$ cat config.mk
export PLATFORM = sky130hd
export DESIGN_NAME = ps2_mouse_packet_cursor_tracker
export DESIGN_NICKNAME = d
export VERILOG_FILES = /design/src/pmct_pkg.sv /design/src/pmct_queue.sv /design/src/pmct_front.sv /design/src/pmct_back.sv /design/src/ps2_mouse_packet_cursor_tracker.sv
export VERILOG_INCLUDE_DIRS = /design/src /design/src/src
export SDC_FILE = /design/constraint.sdc
export NUM_CORES = 1
export LEC_CHECK = 0
export ABC_CLOCK_PERIOD_IN_PS = 4900
export BUFFER_PORTS_ARGS = -buffer_cell sky130_fd_sc_hd__buf_2
export CORE_ASPECT_RATIO = 0.75
export CORE_MARGIN = 2
export CORE_UTILIZATION = 45
export CTS_CLUSTER_SIZE = 25
export DETAILED_ROUTE_END_ITERATION = 10
export GPL_TIMING_DRIVEN = 0
export PLACE_DENSITY_LB_ADDON = 0.08
export SYNTH_ARGS = -nofsm -noshare
export SYNTH_HDL_FRONTEND = slang
export SYNTH_HIERARCHICAL = 1
export SYNTH_SLANG_ARGS = --single-unit
$ cat constraint.sdc
create_clock -name clk -period 4.9 [get_ports clk]
set_input_delay 0.49 -clock clk [delete_from_list [all_inputs] [get_ports clk]]
set_output_delay 0.49 -clock clk [all_outputs]
set_load 0.005 [all_outputs]
$ cat src/ps2_mouse_packet_cursor_tracker_macros.svh
// Assertion macros shared by the cursor tracker modules.
`ifndef PS2_MOUSE_PACKET_CURSOR_TRACKER_MACROS_SVH
`define PS2_MOUSE_PACKET_CURSOR_TRACKER_MACROS_SVH

// Same-cycle implication, checked outside reset.
`define PMCT_ASSERT_NOW(label, clk, rst_n, ante, cons) \
    label: assert property (@(posedge clk) disable iff (!rst_n) (ante) |-> (cons)) \
        else $error("pmct same-cycle assertion failed");

// Next-cycle implication, checked outside reset.
`define PMCT_ASSERT_NEXT(label, clk, rst_n, ante, cons) \
    label: assert property (@(posedge clk) disable iff (!rst_n) (ante) |=> (cons)) \
        else $error("pmct next-cycle assertion failed");

`endif

$ cat src/pmct_pkg.sv
// Types and constants of the PS/2 mouse packet cursor tracker.
package pmct_pkg;

    localparam int RX_BYTE_W     = 8;
    localparam int OUT_COORD_W   = 11;
    localparam int OUT_BUTTON_W  = 3;
    localparam int OUT_COUNT_W   = 32;
    localparam int OUT_DATA_W    = 64;
    localparam int CFG_SIZE_W    = 12;
    localparam int MOVE_W        = 9;

    localparam int SYNC_BIT      = 3;
    localparam int X_SIGN_BIT    = 4;
    localparam int Y_SIGN_BIT    = 5;
    localparam int X_OVF_BIT     = 6;
    localparam int Y_OVF_BIT     = 7;

    localparam logic [CFG_SIZE_W-1:0] WIDTH_RESET  = 12'd80;
    localparam logic [CFG_SIZE_W-1:0] HEIGHT_RESET = 12'd25;

    localparam int QUEUE_DEPTH = 2;
    localparam int QPTR_W      = $clog2(QUEUE_DEPTH);
    localparam int QCNT_W      = $clog2(QUEUE_DEPTH + 1);

    typedef enum logic [1:0] {
        POS_HEADER = 2'd0,
        POS_X      = 2'd1,
        POS_Y      = 2'd2
    } pmct_pos_t;

    typedef enum logic [0:0] {
        REG_SCREEN_WIDTH  = 1'b0,
        REG_SCREEN_HEIGHT = 1'b1
    } pmct_reg_t;

    // One good packet, reduced to what the cursor update needs.
    typedef struct packed {
        logic [OUT_BUTTON_W-1:0] buttons;
        logic [MOVE_W-1:0]       dx;
        logic [MOVE_W-1:0]       dy;
    } pmct_move_t;

    typedef struct packed {
        logic full;
        logic empty;
    } pmct_qstat_t;

endpackage

$ cat src/pmct_queue.sv
// Short queue of decoded packets between the byte front end and the cursor back end.
`include "ps2_mouse_packet_cursor_tracker_macros.svh"

module pmct_queue
    import pmct_pkg::*;
(
    input  logic        clk,
    input  logic        rst_n,
    input  logic        push,
    input  pmct_move_t  push_data,
    input  logic        pop,
    output pmct_move_t  pop_data,
    output pmct_qstat_t qstat
);

    pmct_move_t        entry_reg [QUEUE_DEPTH];
    logic [QPTR_W-1:0] wr_ptr_reg;
    logic [QPTR_W-1:0] rd_ptr_reg;
    logic [QCNT_W-1:0] count_reg;
    logic [QPTR_W-1:0] wr_ptr_next;
    logic [QPTR_W-1:0] rd_ptr_next;
    logic [QCNT_W-1:0] count_next;

    assign qstat.full  = (count_reg == QCNT_W'(QUEUE_DEPTH));
    assign qstat.empty = (count_reg == '0);
    assign pop_data    = entry_reg[rd_ptr_reg];

    always_comb
    begin
        wr_ptr_next = wr_ptr_reg;
        rd_ptr_next = rd_ptr_reg;
        count_next  = count_reg;
        if (push)
        begin
            wr_ptr_next = (wr_ptr_reg == QPTR_W'(QUEUE_DEPTH - 1)) ? '0 : wr_ptr_reg + 1'b1;
        end
        if (pop)
        begin
            rd_ptr_next = (rd_ptr_reg == QPTR_W'(QUEUE_DEPTH - 1)) ? '0 : rd_ptr_reg + 1'b1;
        end
        if (push && !pop)
        begin
            count_next = count_reg + 1'b1;
        end
        else if (pop && !push)
        begin
            count_next = count_reg - 1'b1;
        end
    end

    always_ff @(posedge clk or negedge rst_n)
    begin
        if (!rst_n)
        begin
            wr_ptr_reg <= '0;
            rd_ptr_reg <= '0;
            count_reg  <= '0;
        end
        else
        begin
            wr_ptr_reg <= wr_ptr_next;
            rd_ptr_reg <= rd_ptr_next;
            count_reg  <= count_next;
        end
    end

    always_ff @(posedge clk)
    begin
        if (push)
        begin
            entry_reg[wr_ptr_reg] <= push_data;
        end
    end

    `PMCT_ASSERT_NOW(a_pop_not_empty, clk, rst_n, pop, count_reg != '0)
    `PMCT_ASSERT_NEXT(a_push_grows, clk, rst_n, push && !pop,
        count_reg == QCNT_W'($past(count_reg) + 1'b1))
    `PMCT_ASSERT_NOW(a_count_bound, clk, rst_n, 1'b1, count_reg <= QCNT_W'(QUEUE_DEPTH))

endmodule

$ cat src/pmct_front.sv
// Byte front end: finds headers, assembles packets and drops overflowed ones.
module pmct_front
    import pmct_pkg::*;
(
    input  logic                 clk,
    input  logic                 rst_n,
    input  logic                 in_valid,
    input  logic [RX_BYTE_W-1:0] in_byte,
    output logic                 in_ready,
    input  pmct_qstat_t          qstat,
    output logic                 push,
    output pmct_move_t           push_data
);

    pmct_pos_t            pos_reg;
    pmct_pos_t            pos_next;
    logic [RX_BYTE_W-1:0] header_reg;
    logic [RX_BYTE_W-1:0] x_move_reg;
    logic                 accept;

    assign in_ready = !qstat.full;
    assign accept   = in_valid && in_ready;

    always_comb
    begin
        pos_next = pos_reg;
        if (accept)
        begin
            unique case (pos_reg)
                POS_HEADER: pos_next = in_byte[SYNC_BIT] ? POS_X : POS_HEADER;
                POS_X:      pos_next = POS_Y;
                POS_Y:      pos_next = POS_HEADER;
                default:    pos_next = POS_HEADER;
            endcase
        end
    end

    always_comb
    begin
        push      = accept && (pos_reg == POS_Y)
                    && !header_reg[X_OVF_BIT] && !header_reg[Y_OVF_BIT];
        push_data.buttons = header_reg[OUT_BUTTON_W-1:0];
        push_data.dx      = {header_reg[X_SIGN_BIT], x_move_reg};
        push_data.dy      = {header_reg[Y_SIGN_BIT], in_byte};
    end

    always_ff @(posedge clk or negedge rst_n)
    begin
        if (!rst_n)
        begin
            pos_reg <= POS_HEADER;
        end
        else
        begin
            pos_reg <= pos_next;
        end
    end

    always_ff @(posedge clk)
    begin
        if (accept && (pos_reg == POS_HEADER) && in_byte[SYNC_BIT])
        begin
            header_reg <= in_byte;
        end
        if (accept && (pos_reg == POS_X))
        begin
            x_move_reg <= in_byte;
        end
    end

endmodule

$ cat src/pmct_back.sv
// Cursor back end: moves and clamps the cursor, counts packets, holds the result register.
`include "ps2_mouse_packet_cursor_tracker_macros.svh"

module pmct_back
    import pmct_pkg::*;
#(
    parameter int COORD_BITS = 11,
    parameter int COUNT_BITS = 32
)
(
    input  logic                  clk,
    input  logic                  rst_n,
    input  logic [CFG_SIZE_W-1:0] screen_width,
    input  logic [CFG_SIZE_W-1:0] screen_height,
    input  pmct_qstat_t           qstat,
    input  pmct_move_t            pop_data,
    output logic                  pop,
    output logic                  out_valid,
    input  logic                  out_ready,
    output logic [OUT_DATA_W-1:0] out_data
);

    // Signed working width that holds a moved coordinate and any clamp limit.
    localparam int CW = (COORD_BITS + 2 > CFG_SIZE_W + 1) ? COORD_BITS + 2 : CFG_SIZE_W + 1;

    logic [COORD_BITS-1:0]   col_reg;
    logic [COORD_BITS-1:0]   row_reg;
    logic [COUNT_BITS-1:0]   cnt_reg;
    logic                    out_valid_reg;
    logic [OUT_DATA_W-1:0]   out_data_reg;
    logic [COORD_BITS-1:0]   col_next;
    logic [COORD_BITS-1:0]   row_next;
    logic [COUNT_BITS-1:0]   cnt_next;
    logic signed [CW-1:0]    col_sum;
    logic signed [CW-1:0]    row_sum;
    logic [COORD_BITS+OUT_COORD_W-1:0] col_ext;
    logic [COORD_BITS+OUT_COORD_W-1:0] row_ext;
    logic [COUNT_BITS+OUT_COUNT_W-1:0] cnt_ext;

    function automatic logic [COORD_BITS-1:0] clamp_coord(
        input logic signed [CW-1:0]  v,
        input logic [CFG_SIZE_W-1:0] size
    );
        logic [CW-1:0] lim;
        logic [CW-1:0] coord_max;
        logic [CFG_SIZE_W-1:0] size_m1;
        size_m1   = (size == '0) ? '0 : size - 1'b1;
        coord_max = {{(CW - COORD_BITS){1'b0}}, {COORD_BITS{1'b1}}};
        lim       = {{(CW - CFG_SIZE_W){1'b0}}, size_m1};
        if (lim > coord_max)
        begin
            lim = coord_max;
        end
        if (v[CW-1])
        begin
            clamp_coord = '0;
        end
        else if (unsigned'(v) > lim)
        begin
            clamp_coord = lim[COORD_BITS-1:0];
        end
        else
        begin
            clamp_coord = v[COORD_BITS-1:0];
        end
    endfunction

    assign pop       = !qstat.empty && (!out_valid_reg || out_ready);
    assign out_valid = out_valid_reg;
    assign out_data  = out_data_reg;

    always_comb
    begin
        // Row moves opposite to the mouse Y so that down is positive.
        col_sum  = signed'({{(CW - COORD_BITS){1'b0}}, col_reg})
                   + signed'({{(CW - MOVE_W){pop_data.dx[MOVE_W-1]}}, pop_data.dx});
        row_sum  = signed'({{(CW - COORD_BITS){1'b0}}, row_reg})
                   - signed'({{(CW - MOVE_W){pop_data.dy[MOVE_W-1]}}, pop_data.dy});
        col_next = clamp_coord(col_sum, screen_width);
        row_next = clamp_coord(row_sum, screen_height);
        cnt_next = cnt_reg + 1'b1;
        col_ext  = {{OUT_COORD_W{1'b0}}, col_next};
        row_ext  = {{OUT_COORD_W{1'b0}}, row_next};
        cnt_ext  = {{OUT_COUNT_W{1'b0}}, cnt_next};
    end

    always_ff @(posedge clk or negedge rst_n)
    begin
        if (!rst_n)
        begin
            col_reg       <= '0;
            row_reg       <= '0;
            cnt_reg       <= '0;
            out_valid_reg <= 1'b0;
        end
        else
        begin
            if (pop)
            begin
                col_reg       <= col_next;
                row_reg       <= row_next;
                cnt_reg       <= cnt_next;
                out_valid_reg <= 1'b1;
            end
            else if (out_ready)
            begin
                out_valid_reg <= 1'b0;
            end
        end
    end

    always_ff @(posedge clk)
    begin
        if (pop)
        begin
            out_data_reg <= {{(OUT_DATA_W - 2 * OUT_COORD_W - OUT_BUTTON_W - OUT_COUNT_W){1'b0}},
                             cnt_ext[OUT_COUNT_W-1:0],
                             pop_data.buttons,
                             row_ext[OUT_COORD_W-1:0],
                             col_ext[OUT_COORD_W-1:0]};
        end
    end

    `PMCT_ASSERT_NEXT(a_pop_fills_output, clk, rst_n, pop, out_valid_reg)
    `PMCT_ASSERT_NEXT(a_stall_holds_cursor, clk, rst_n, out_valid_reg && !out_ready,
        $stable(col_reg) && $stable(row_reg) && $stable(cnt_reg))
    `PMCT_ASSERT_NEXT(a_pop_counts_one, clk, rst_n, pop,
        cnt_reg == COUNT_BITS'($past(cnt_reg) + 1'b1))

endmodule

$ cat src/ps2_mouse_packet_cursor_tracker.sv
// Top level of the PS/2 mouse packet decoder and cursor tracker.
//
// Raw mouse bytes enter on the s_axis channel, one byte per request. Bytes are
// grouped into header, X and Y packets; while a header is expected, bytes with
// bit 3 clear are dropped. Packets with an overflow bit set give no result.
// Every good packet yields one request on m_axis with the clamped cursor
// column and row, the button bits and the running packet count.
// Throughput is one byte per cycle while the packet queue is not full. The
// third byte of a good packet pushes it into the packet queue, from which the
// cursor update loads the output register once that register is free.
// When the receiver stalls, the output register holds its result, the
// two-entry packet queue fills, and s_axis_tready then drops until the back
// end drains a packet.
// Reset clears the cursor, the packet count and the byte position and sets
// the screen to 80 columns by 25 rows. screen_width lies at address 0 and
// screen_height at address 4 of the APB port; write them only while idle.
module ps2_mouse_packet_cursor_tracker
    import pmct_pkg::*;
#(
    parameter int COORD_BITS = 11,
    parameter int COUNT_BITS = 32
)
(
    input  logic                  clk,
    input  logic                  rst_n,
    input  logic                  psel,
    input  logic                  penable,
    input  logic                  pwrite,
    input  logic [2:0]            paddr,
    input  logic [31:0]           pwdata,
    output logic [31:0]           prdata,
    output logic                  pready,
    input  logic                  s_axis_tvalid,
    output logic                  s_axis_tready,
    input  logic [7:0]            s_axis_tdata,  // [7:0] rx_byte
    output logic                  m_axis_tvalid,
    input  logic                  m_axis_tready,
    // [10:0] cursor_col, [21:11] cursor_row, [24:22] button_bits,
    // [56:25] packets_seen, [63:57] zero
    output logic [OUT_DATA_W-1:0] m_axis_tdata
);

    logic [CFG_SIZE_W-1:0] width_reg;
    logic [CFG_SIZE_W-1:0] height_reg;
    logic                  cfg_write;
    pmct_reg_t             cfg_sel;
    logic                  push;
    logic                  pop;
    pmct_move_t            push_data;
    pmct_move_t            pop_data;
    pmct_qstat_t           qstat;

    assign pready    = 1'b1;
    assign cfg_write = psel && penable && pwrite && pready;
    assign cfg_sel   = pmct_reg_t'(paddr[2]);

    always_comb
    begin
        unique case (cfg_sel)
            REG_SCREEN_WIDTH:  prdata = {{(32 - CFG_SIZE_W){1'b0}}, width_reg};
            REG_SCREEN_HEIGHT: prdata = {{(32 - CFG_SIZE_W){1'b0}}, height_reg};
            default:           prdata = '0;
        endcase
    end

    always_ff @(posedge clk or negedge rst_n)
    begin
        if (!rst_n)
        begin
            width_reg  <= WIDTH_RESET;
            height_reg <= HEIGHT_RESET;
        end
        else if (cfg_write)
        begin
            unique case (cfg_sel)
                REG_SCREEN_WIDTH:  width_reg  <= pwdata[CFG_SIZE_W-1:0];
                REG_SCREEN_HEIGHT: height_reg <= pwdata[CFG_SIZE_W-1:0];
                default:           width_reg  <= width_reg;
            endcase
        end
    end

    pmct_front u_front (
        .clk       (clk),
        .rst_n     (rst_n),
        .in_valid  (s_axis_tvalid),
        .in_byte   (s_axis_tdata),
        .in_ready  (s_axis_tready),
        .qstat     (qstat),
        .push      (push),
        .push_data (push_data)
    );

    pmct_queue u_queue (
        .clk       (clk),
        .rst_n     (rst_n),
        .push      (push),
        .push_data (push_data),
        .pop       (pop),
        .pop_data  (pop_data),
        .qstat     (qstat)
    );

    pmct_back #(
        .COORD_BITS (COORD_BITS),
        .COUNT_BITS (COUNT_BITS)
    ) u_back (
        .clk           (clk),
        .rst_n         (rst_n),
        .screen_width  (width_reg),
        .screen_height (height_reg),
        .qstat         (qstat),
        .pop_data      (pop_data),
        .pop           (pop),
        .out_valid     (m_axis_tvalid),
        .out_ready     (m_axis_tready),
        .out_data      (m_axis_tdata)
    );

endmodule
Word level (Yosys, flattened, before mapping)
Memory sizes are Yosys's and may differ from the RTL's.
Cells that the tools add are included.
{"block": "op_classes", "eq_ne": 3, "addsub": 9, "magnitude_cmp": 4, "bitwise_logic": 1, "n_reduce_logical": 28, "mux": 19}
{"operator": "one-hot mux 32 bit (2 select lines)", "count": 1}
{"operator": "2-to-1 mux 12 bit", "count": 4}
{"operator": "2-to-1 mux 11 bit", "count": 4}
{"operator": "adder 32 x 1 -> 32 bit, second input constant", "count": 1}
{"operator": "greater-than comparator 13 x 12 -> 1 bit", "count": 2}
{"operator": "greater-than comparator 12 x 11 -> 1 bit, second input constant", "count": 2}
{"operator": "zero test 12 bit", "count": 2}
{"operator": "subtractor 12 x 1 -> 12 bit, second input constant", "count": 2}
{"operator": "adder 12 x 9 -> 13 bit", "count": 1}
{"operator": "subtractor 12 x 9 -> 13 bit", "count": 1}
{"operator": "logical AND 1 bit", "count": 12}
{"operator": "zero test 1 bit", "count": 7}
{"operator": "2-to-1 mux 1 bit", "count": 7}
{"operator": "== test 2 bit, second input constant", "count": 2}
{"operator": "zero test 2 bit", "count": 2}
{"operator": "2-to-1 mux 2 bit", "count": 2}
{"operator": "one-hot mux 2 bit (2 select lines)", "count": 1}
{"operator": "AND reduction 2 bit", "count": 2}
{"operator": "nonzero test 2 bit", "count": 2}
{"operator": "adder 1 bit, second input constant", "count": 2}
{"operator": "adder 2 x 1 -> 2 bit, second input constant", "count": 1}
{"operator": "== test 2 x 1 -> 1 bit, second input constant", "count": 1}
{"operator": "subtractor 2 x 1 -> 2 bit, second input constant", "count": 1}
{"operator": "logical OR 1 bit", "count": 1}
{"operator": "NOT 1 bit", "count": 1}
{"block": "totals", "word_cells": 78, "ramBits": 42, "memories": 1, "regBits": 158}
{"name": "u_queue.entry_reg", "words": 2, "word_bits": 21, "rd": 1, "rd_ports_with_merged_regs": 0, "write_ports": 1, "line_no": "pmct_queue.sv:16", "rtl": "pmct_move_t entry_reg [QUEUE_DEPTH];"}

Longest topological paths before layout
Gate-level depths: netlist of the first run.
{"block": "depth", "ltp_word": 10, "depth_mapped": 21}

By module
Netlist of the first run, hierarchy kept.
{"module": "pmct_back", "area_per_inst_um2": 7140.6, "n_inst": 1, "cells_per_inst": 710}
{"module": "pmct_queue", "area_per_inst_um2": 1706.6, "n_inst": 1, "cells_per_inst": 81}
{"module": "ps2_mouse_packet_cursor_tracker", "area_per_inst_um2": 1278.7, "n_inst": 1, "cells_per_inst": 88}
{"module": "pmct_front", "area_per_inst_um2": 675.6, "n_inst": 1, "cells_per_inst": 39}

Worst setup path before layout of the first run
No wires, ideal clock.
{"block": "synth_timing", "kind": "reg2reg", "from": "register u_queue.rd_ptr_reg", "to": "register u_back.col_reg[10]", "n_path_buf": 3, "synth_period_minus_slack_ns": 4.469, "t_arrival_ns": 4.245, "setup_ns": 0.224, "stages_incl_launch_ff": 20, "setup_slack_ns": 0.431, "t_required_ns": 4.676, "path_cell_list": "dfrtp_1 buf_6 mux2_2 ha_1 fa_1 a211oi_1 o21ai_1 a221o_1 a21oi_1 xor2_1 ha_1 or4_1 a21oi_1 o21ai_1 o211ai_1 buf_2 buf_2 nor2_1 a21oi_1 o22ai_1"}
{"element": "start: declaration", "line_no": "pmct_queue.sv:18", "rtl": "logic [QPTR_W-1:0] rd_ptr_reg;"}
{"element": "start signal: assignment", "line_no": "pmct_queue.sv:62", "rtl": "rd_ptr_reg <= rd_ptr_next;"}
{"element": "end signal: assignment", "line_no": "pmct_back.sv:100", "rtl": "col_reg <= col_next;"}
{"element": "end: declaration", "line_no": "pmct_back.sv:26", "rtl": "logic [COORD_BITS-1:0] col_reg;"}

==> flow_results.xml, run 1 <==
<?xml version="1.0" encoding="UTF-8"?>
<metrics>
  <group name="worst_setup_path">
    <metric name="worst_ep_required_time" unit="ns">5.03</metric>
    <metric name="worst-path-max-fanout" unit="">10</metric>
    <metric name="worst-endpoint-arrival" unit="ns">4.83</metric>
    <metric name="critPathKind" unit="">register to register</metric>
    <metric name="cpPeakStageDelay" unit="ns">0.47</metric>
    <metric name="cp_cell_sequence" unit="">buf_6, mux2_2, ha_2, fa_2, a211oi_4, o21ai_2, a221o_1, a21oi_1, xor2_1, ha_1, or4_1, a21oi_1, o21ai_1, o211ai_1, buf_4, buf_4, nand2_1, o21ai_1, nor2_1</metric>
    <metric name="setup.worst_path.start" unit="">u_queue/rd_ptr_reg$_DFFE_PN0P_</metric>
    <metric name="reg2reg_slack" unit="ns">0.21</metric>
    <metric name="startpoint_type" unit="">register</metric>
    <metric name="critPathBufInv" unit="">3</metric>
    <metric name="cpMaxStageDelayCell" unit="">or4_1</metric>
    <metric name="crit_path_end_kind" unit="">register</metric>
    <metric name="reg2reg_from" unit="">u_queue/rd_ptr_reg$_DFFE_PN0P_</metric>
    <metric name="r2r-end" unit="">u_back/out_data[0]$_DFFE_PP_</metric>
    <metric name="reg2regPathDepth" unit="">19</metric>
    <metric name="path_depth" unit="">19</metric>
    <metric name="crit_path_end" unit="">u_back/out_data[0]$_DFFE_PP_</metric>
    <metric name="critical_path.top_delay_family" unit="">compound AO/OA/AOI/OAI gates</metric>
  </group>
  <group name="sta">
    <metric name="report.final.slew_viol_count" unit="">0</metric>
    <metric name="fmax" unit="GHz">0.213</metric>
    <metric name="max-slew-margin-rel" unit="%">29.0</metric>
    <metric name="holdWs" unit="ns">0.268</metric>
    <metric name="period_needed" unit="ns">4.69</metric>
    <metric name="fin_skew" unit="ns">0.0122</metric>
    <metric name="min_period_over_period" unit="%">95.8</metric>
    <metric name="worst_slew_pin_slew" unit="ns">1.07</metric>
    <metric name="report.final.hold_viol_count" unit="">0</metric>
    <metric name="fin_ws" unit="ns">0.208</metric>
    <metric name="final-setup-viol-count" unit="">0</metric>
  </group>
  <group name="clocking">
    <metric name="cts.root.buffer_cell" unit="">clkbuf_16</metric>
    <metric name="cts-buffers-inserted" unit="">17</metric>
    <metric name="clock_sink_count" unit="">199</metric>
    <metric name="clk_path_buf_depth" unit="">2</metric>
    <metric name="h-tree-depth" unit="">4</metric>
    <metric name="clk_pin_slew" unit="ns">0.08</metric>
    <metric name="clock_insertion_delay_worst_skew" unit="ns">0.44</metric>
    <metric name="cts_tree" unit="">done</metric>
  </group>
  <group name="pwr">
    <metric name="p_per_area" unit="nW/um^2">628</metric>
    <metric name="power_leakage" unit="nW">5.36</metric>
    <metric name="vdd.ir_drop.worst" unit="mV">0.310</metric>
  </group>
  <group name="final_layout">
    <metric name="area_growth" unit="%">17.2</metric>
    <metric name="post_layout_nets" unit="">1182</metric>
    <metric name="fill_cells" unit="">2167</metric>
    <metric name="drive_above_1_share" unit="%">29.1</metric>
    <metric name="antenna_diodes" unit="">0</metric>
    <metric name="number_of_flip_flops_in_the_largest_register" unit="">57</metric>
  </group>
  <group name="grt">
    <metric name="grt_util_overall" unit="%">19.1</metric>
    <metric name="number_of_antenna_violations_at_the_first_check_in_global_routing" unit="">0</metric>
    <metric name="globalRouteOverflowTotal" unit="">0</metric>
    <metric name="largest_net_degree_at_the_start_of_global_routing" unit="">64</metric>
    <metric name="grt_pass1_wl" unit="mm">37.5</metric>
    <metric name="first_global_vias" unit="">6770</metric>
  </group>
  <group name="route">
    <metric name="initialDrtViolationCount" unit="">423</metric>
    <metric name="drt_antenna_net_count" unit="">0</metric>
    <metric name="routed_via_density" unit="">5.09</metric>
    <metric name="routed_wirelength" unit="mm">23.3</metric>
    <metric name="drt_pre_antenna_iters" unit="">5</metric>
    <metric name="detail_route.wl_per_cell" unit="um">16.7</metric>
    <metric name="drt_drc_violations_left" unit="">0</metric>
    <metric name="detailroute.via_count" unit="">7117</metric>
  </group>
  <group name="status">
    <metric name="outcome" unit="">finished, final reports clean</metric>
  </group>
  <group name="die">
    <metric name="core_region_area" unit="um^2">23800</metric>
    <metric name="std_cell_rows" unit="">49</metric>
    <metric name="die_width" unit="um">183</metric>
    <metric name="floorplan.io_pins" unit="">149</metric>
    <metric name="effective_utilization_at_floorplan" unit="%">45.4</metric>
    <metric name="die_height" unit="um">138</metric>
    <metric name="die_area" unit="um^2">25300</metric>
  </group>
  <group name="synth">
    <metric name="ys_async_sr_fraction" unit="%">42.7</metric>
    <metric name="synth-warning-count" unit="">6</metric>
    <metric name="synth_enable_flop_cells" unit="">114</metric>
    <metric name="ys_seq_area_share" unit="%">51.4</metric>
    <metric name="distinct_cells_synth" unit="">74</metric>
    <metric name="count_of_state_elements_after_synthesis" unit="">199</metric>
    <metric name="syn-instance-count" unit="">918</metric>
    <metric name="avgSynthCellArea" unit="um^2">11.8</metric>
    <metric name="yosys_most_used_dff" unit="">edfxtp_1</metric>
    <metric name="synth_area" unit="um^2">10800</metric>
  </group>
  <group name="flow_run">
    <metric name="max_cap_violations" unit="">0</metric>
  </group>
  <group name="place">
    <metric name="dp_slack" unit="ns">-0.277</metric>
    <metric name="port_buffers" unit="">98</metric>
    <metric name="place_hpwl" unit="mm">16.7</metric>
    <metric name="gp_congestion" unit="">0.823</metric>
  </group>
  <group name="hold_path">
    <metric name="worstHoldPathType" unit="">input port to register</metric>
  </group>
</metrics>
[timing repair]
item,in CTS,in global routing
pin swaps,2,7
setup buffers,2,11
hold buffers,1,0
hold endpoints to repair,22,0
setup endpoints to repair,29,39
gates resized for setup,4,21
[synthesized netlist by cell type, drive strengths merged (4+ instances only)]
master / instances / area [um^2]
and4: 5 / 43.8
mux2i: 4 / 40.0
o21ai: 25 / 129
nor4: 9 / 105
conb: 4 / 15.0
nand3: 14 / 75.1
buf: 54 / 399
edfxtp: 114 / 3420
dfstp: 5 / 131
clkbuf: 13 / 48.8
and3: 7 / 43.8
nor2b: 11 / 68.8
a21oi: 31 / 159
nand2: 74 / 280
a2111oi: 4 / 35.0
a21o: 7 / 52.6
a211oi: 10 / 80.1
nor2: 75 / 282
ha: 52 / 651
nand4: 12 / 81.3
o21a: 16 / 120
mux2: 66 / 785
o31a: 4 / 35.0
xor2: 39 / 342
or2: 4 / 25.0
o211ai: 4 / 30.0
or4: 6 / 56.3
xnor2: 55 / 482
dfrtp: 80 / 2000
inv: 31 / 116
o31ai: 15 / 143
nand2b: 10 / 70.1
nor3: 21 / 110
[metrics by stage]
| step | cells | utilization, % | power [mW] | TNS (ns) | cell area (um^2) |
|---|---|---|---|---|---|
| 6_report | 1397 | 53.2 | 7.95 | 0 | 12700 |
| 3_3_place_gp | 1348 | 49.5 | 6.14 | -5.91 | 11800 |
| 4_1_cts | 1386 | 52.5 | 7.66 | 0 | 12500 |
| 2_1_floorplan | 944 | - | 5.06 | 0 | 10900 |
| 5_1_grt | 1397 | 53.2 | 8.54 | -0.0632 | 12700 |
| 3_5_place_dp | 1351 | 49.8 | 6.16 | -2.97 | 11900 |
[logic make-up after synthesis]
group | Yosys count | share of synthesized area (%)
AND/OR/NAND/NOR | 263 | 12.7
adder cells (fa/ha/maj) | 54 | 6.39
other | 4 | 0.139
multiplexers | 70 | 7.63
buffers and inverters | 98 | 5.22
flip-flops | 199 | 51.4
XOR/XNOR | 94 | 7.62
AO/OA/AOI/OAI | 136 | 8.82
[report_power, final]
part           total [mW]  switching [mW]  leakage [nW]  internal [mW]
Combinational        4.01            2.22          2.95           1.79
Sequential           2.55           0.245          2.12           2.30
Clock                1.39           0.706         0.288          0.685
Total                7.95            3.17          5.36           4.78
[cell usage in the layout, fill, tap and decap left out, drive strengths merged, types with 4 or more instances in the layout]
| cell type | instances |
|---|---|
| buf | 168 |
| edfxtp | 114 |
| dfrtp | 80 |
| nor2 | 75 |
| nand2 | 74 |
| mux2 | 66 |
| xnor2 | 55 |
| ha | 52 |
| xor2 | 39 |
| inv | 38 |
| a21oi | 31 |
| conb | 30 |
| clkbuf | 30 |
| o21ai | 25 |
| nor3 | 21 |
| o21a | 16 |
| o31ai | 15 |
| nand3 | 14 |
| nand4 | 12 |
| nor2b | 11 |
| nand2b | 10 |
| a211oi | 10 |
| nor4 | 9 |
| clkinv | 8 |
| and3 | 7 |
| a21o | 7 |
| or4 | 6 |
| dfstp | 5 |
| and4 | 5 |
| o211ai | 4 |
| o31a | 4 |
| a2111oi | 4 |
| mux2i | 4 |
| or2 | 4 |
[worst reg2reg max path, delay by kind of cell, from the launching register on]
family          cells  cell delay [ns]
fa+ha+maj           3             0.88
mux                 1             0.35
flops               1             0.39
compound gates      8             1.46
buf+inv             3             0.53
xor+xnor            1             0.12
simple gates        3             0.66
[how the worst min path moves through the flow]
stage / start / to / depth (start not counted)
finish: s_axis_tdata[4] / u_front/header_reg[4]$_DFFE_PP_ / 1
global placement: u_front/x_move_reg[7]$_DFFE_PP_ / u_queue/entry_reg[1][16]$_DFFE_PP_ / 0
floorplan: rst_n / height_reg[10]$_DFFE_PN0P_ / 0
CTS: s_axis_tdata[4] / u_front/header_reg[4]$_DFFE_PP_ / 1
global route: s_axis_tdata[4] / u_front/header_reg[4]$_DFFE_PP_ / 1
detailed placement: rst_n / u_back/cnt_reg[25]$_DFFE_PN0P_ / 1
[cell type report]
type | count | area, um^2 | area share [%]
sequential | 199 | 5560 | 43.9
multi-input combinational | 647 | 4850 | 38.4
timing repair buffer | 115 | 696 | 5.50
buffer | 67 | 463 | 3.66
clock buffer | 17 | 425 | 3.36
tap | 306 | 383 | 3.02
clock inverter | 15 | 163 | 1.29
inverter | 31 | 116 | 0.919
[layer usage]
| metal | part of all wire, % | global-route usage, % |
|---|---|---|
| met5 | 0 | 0 |
| met4 | 1.2 | 4.34 |
| met3 | 3.9 | 3.35 |
| met2 | 41 | 27.0 |
| met1 | 54 | 30.4 |
Power figures use the tool's default switching activity.
==> run 2: changes to the inputs <==
- ABC_AREA: unset -> 1
==> flow_results.xml, run 2 <==
<?xml version="1.0" encoding="UTF-8"?>
<metrics>
  <group name="worst_setup_path">
    <metric name="cpMaxStageDelayCell" unit="">dfrtp_1</metric>
    <metric name="reg2reg_slack" unit="ns">0.54</metric>
    <metric name="cp_common_cell" unit="">nand2_1</metric>
    <metric name="startpoint_type" unit="">register</metric>
    <metric name="reg2regPathDepth" unit="">24</metric>
    <metric name="worst-endpoint-arrival" unit="ns">4.55</metric>
    <metric name="critPathKind" unit="">register to register</metric>
    <metric name="r2r-end" unit="">u_back/out_data[2]$_DFFE_PP_</metric>
    <metric name="cpPeakStageDelay" unit="ns">0.44</metric>
    <metric name="reg2reg_from" unit="">u_queue/rd_ptr_reg$_DFFE_PN0P_</metric>
    <metric name="crit_path_end" unit="">u_back/out_data[2]$_DFFE_PP_</metric>
    <metric name="crit_path_end_kind" unit="">register</metric>
    <metric name="cp_cell_sequence" unit="">buf_6, mux2_2, ha_1, fa_1, nand3_1, nand2_1, nand3_1, nand3_2, xor2_1, inv_1, ha_1, nand2_1, inv_1, nor2_1, o21a_1, nand2_1, nand2_1, nand2_1, nand2_1, nand2_1, nand2_1, clkbuf_1, nand2_1, and3_1</metric>
    <metric name="worst-path-max-fanout" unit="">10</metric>
    <metric name="setup.worst_path.start" unit="">u_queue/rd_ptr_reg$_DFFE_PN0P_</metric>
    <metric name="worst_ep_required_time" unit="ns">5.09</metric>
  </group>
  <group name="die">
    <metric name="die_width" unit="um">186</metric>
    <metric name="die_area" unit="um^2">26000</metric>
    <metric name="floorplan.io_pins" unit="">149</metric>
    <metric name="die_height" unit="um">140</metric>
    <metric name="std_cell_rows" unit="">49</metric>
    <metric name="core_region_area" unit="um^2">24200</metric>
    <metric name="effective_utilization_at_floorplan" unit="%">46.1</metric>
  </group>
  <group name="final_layout">
    <metric name="layout.cells.most_common" unit="">nand2_1</metric>
    <metric name="antenna_diodes" unit="">0</metric>
    <metric name="number_of_flip_flops_in_the_largest_register" unit="">57</metric>
    <metric name="final_cell_count_no_fill" unit="">1702</metric>
    <metric name="drive_above_1_share" unit="%">19.0</metric>
    <metric name="fill_cells" unit="">2260</metric>
    <metric name="area_growth" unit="%">15.4</metric>
    <metric name="layout_common_cells" unit="">333 x nand2_1, 131 x inv_1, 114 x edfxtp_1, 105 x buf_2, 80 x dfrtp_1</metric>
    <metric name="post_layout_nets" unit="">1462</metric>
  </group>
  <group name="sta">
    <metric name="report.final.slew_viol_count" unit="">0</metric>
    <metric name="grt_setup_unrepaired" unit="">no</metric>
    <metric name="timing.setup.tns" unit="ns">0</metric>
    <metric name="fin_skew" unit="ns">0.0147</metric>
    <metric name="min_period_over_period" unit="%">89.1</metric>
    <metric name="fmax" unit="GHz">0.229</metric>
    <metric name="report.final.hold_viol_count" unit="">0</metric>
    <metric name="max-slew-margin-rel" unit="%">42.2</metric>
    <metric name="period_needed" unit="ns">4.36</metric>
    <metric name="worst_slew_pin_slew" unit="ns">0.867</metric>
    <metric name="final-setup-viol-count" unit="">0</metric>
  </group>
  <group name="route">
    <metric name="routed_wirelength" unit="mm">25.9</metric>
    <metric name="detail_route.wl_per_cell" unit="um">15.2</metric>
    <metric name="drt_antenna_net_count" unit="">0</metric>
    <metric name="routed_via_density" unit="">4.94</metric>
    <metric name="drt_drc_violations_left" unit="">0</metric>
    <metric name="initialDrtViolationCount" unit="">719</metric>
    <metric name="detailroute.via_count" unit="">8409</metric>
    <metric name="drt_pre_antenna_iters" unit="">5</metric>
  </group>
  <group name="clocking">
    <metric name="cts.root.buffer_cell" unit="">clkbuf_16</metric>
    <metric name="clock_sink_count" unit="">199</metric>
    <metric name="clock_insertion_delay_worst_skew" unit="ns">0.45</metric>
    <metric name="clk_path_buf_depth" unit="">2</metric>
    <metric name="post_cts.repair.setup_buffers" unit="">0</metric>
    <metric name="cts_tree" unit="">done</metric>
    <metric name="h-tree-depth" unit="">4</metric>
    <metric name="clk_pin_slew" unit="ns">0.08</metric>
    <metric name="cts_hold_repair.buffers" unit="">0</metric>
    <metric name="cts-resized-gates" unit="">0</metric>
    <metric name="cts-buffers-inserted" unit="">17</metric>
  </group>
  <group name="synth">
    <metric name="ys_async_sr_fraction" unit="%">42.7</metric>
    <metric name="synth_top_area_share" unit="%">30.8</metric>
    <metric name="synth_area" unit="um^2">11100</metric>
    <metric name="distinct_cells_synth" unit="">47</metric>
    <metric name="ys_seq_area_share" unit="%">49.9</metric>
    <metric name="synth_top_area_cell" unit="">edfxtp_1</metric>
    <metric name="yosys_most_used_dff" unit="">edfxtp_1</metric>
    <metric name="synth.top_cells.by_area" unit="">edfxtp_1 31%, dfrtp_1 18%, nand2_1 11%</metric>
    <metric name="count_of_state_elements_after_synthesis" unit="">199</metric>
    <metric name="synth-warning-count" unit="">6</metric>
    <metric name="post_synth_most_frequent_cells" unit="">333 x nand2_1, 131 x inv_1, 114 x edfxtp_1</metric>
    <metric name="synth_enable_flop_cells" unit="">114</metric>
    <metric name="avgSynthCellArea" unit="um^2">9.18</metric>
    <metric name="synth.most_common_cell" unit="">nand2_1</metric>
    <metric name="syn-instance-count" unit="">1213</metric>
  </group>
  <group name="grt">
    <metric name="largest_net_degree_at_the_start_of_global_routing" unit="">52</metric>
    <metric name="grt_pass1_wl" unit="mm">41.7</metric>
    <metric name="grt_util_overall" unit="%">20.8</metric>
    <metric name="first_global_vias" unit="">7705</metric>
    <metric name="number_of_antenna_violations_at_the_first_check_in_global_routing" unit="">0</metric>
    <metric name="globalRouteOverflowTotal" unit="">0</metric>
  </group>
  <group name="pwr">
    <metric name="power_leakage" unit="nW">6.18</metric>
    <metric name="vdd.ir_drop.worst" unit="mV">0.301</metric>
    <metric name="p_per_area" unit="nW/um^2">612</metric>
  </group>
  <group name="place">
    <metric name="placed_instance_count" unit="">1670</metric>
    <metric name="place_hpwl" unit="mm">19.3</metric>
    <metric name="port_buffers" unit="">97</metric>
    <metric name="gp_congestion" unit="">0.849</metric>
  </group>
  <group name="hold_path">
    <metric name="worstHoldPathType" unit="">input port to async pin</metric>
  </group>
  <group name="status">
    <metric name="outcome" unit="">finished, final reports clean</metric>
  </group>
  <group name="flow_run">
    <metric name="max_cap_violations" unit="">0</metric>
  </group>
</metrics>
[run 2: cell types whose count changed after synthesis, sizes merged, moves of 16 or more]
cell,previous run,this run
nand4,12,34
and3,7,23
xnor2,55,10
inv,31,143
nand2,74,338
nand3,14,79
mux2,66,21
[run 2: cells by family (layout without fill, tap and decap cells)]
kind of cell	after synthesis	count (layout)	synth area share [%]
muxes	21	21	2.12
and+or+nand+nor	574	574	23.4
DFF	199	199	49.9
other	4	30	0.135
adders and majority gates	54	54	6.20
buffers and inverters	217	349	9.19
xor gates and xnor gates	64	64	5.10
AOI/OAI and AO/OA	80	80	3.96
[run 2: per-layer routing]
| metal | vias to the layer above | global-route usage, % | share of wire (%) |
|---|---|---|---|
| li1 | 4192 | - | - |
| met1 | 3962 | 34.8 | 54 |
| met2 | 240 | 28.0 | 40 |
| met3 | 15 | 2.86 | 5.6 |
| met4 | 0 | 4.72 | 0.62 |
| met5 | - | 0 | 0 |
[run 2: layout make-up]
cell class	instances	area (um^2)	area share (%)
Tap cell	331	414	3.22
Sequential cell	199	5560	43.2
Clock inverter	15	216	1.68
Buffer	73	484	3.77
Inverter	144	542	4.22
Clock buffer	17	425	3.31
Multi-Input combinational cell	823	4650	36.2
Timing Repair Buffer	100	558	4.34
[run 2: worst min-delay path by stage]
stage | from | slack [ns] | to
floorplan | rst_n | 0.19 | height_reg[10]$_DFFE_PN0P_
global placement | u_front/x_move_reg[2]$_DFFE_PP_ | 0.42 | u_queue/entry_reg[0][11]$_DFFE_PP_
detailed placement | u_front/x_move_reg[2]$_DFFE_PP_ | 0.43 | u_queue/entry_reg[1][11]$_DFFE_PP_
CTS | rst_n | 0.05 | u_back/row_reg[6]$_DFFE_PN0P_
global route | rst_n | 0.06 | u_back/row_reg[6]$_DFFE_PN0P_
finish | rst_n | 0.03 | u_back/row_reg[6]$_DFFE_PN0P_
[run 2: metrics by stage]
step	total power [mW]	instance area, um^2	hold slack [ns]	setup WS, ns	utilization (%)
final	7.86	12800	0.0287	0.536	53.2
after global routing	8.55	12800	0.0620	0.151	53.2
after floorplan	5.18	11200	0.194	1.23	-
after detailed placement	6.36	12200	0.434	0.577	50.5
after global placement	6.29	12100	0.424	0.590	50.2
after CTS	7.89	12800	0.0471	0.555	53.2
[run 2: worst max-delay path: cells and delay by family (launching register included)]
kind | cells | cell delay, ns
AOI/OAI and AO/OA | 1 | 0.13
xor gates and xnor gates | 1 | 0.21
adders and majority gates | 3 | 0.97
buffers and inverters | 4 | 0.71
DFF | 1 | 0.44
muxes | 1 | 0.36
and+or+nand+nor | 14 | 1.29
[run 2: report_power, final]
group	total (mW)	leakage, nW	internal, mW	switching (mW)
sequential	2.54	2.17	2.32	0.217
combinational	3.83	3.70	1.41	2.42
clock	1.49	0.307	0.721	0.768
total	7.86	6.18	4.45	3.41
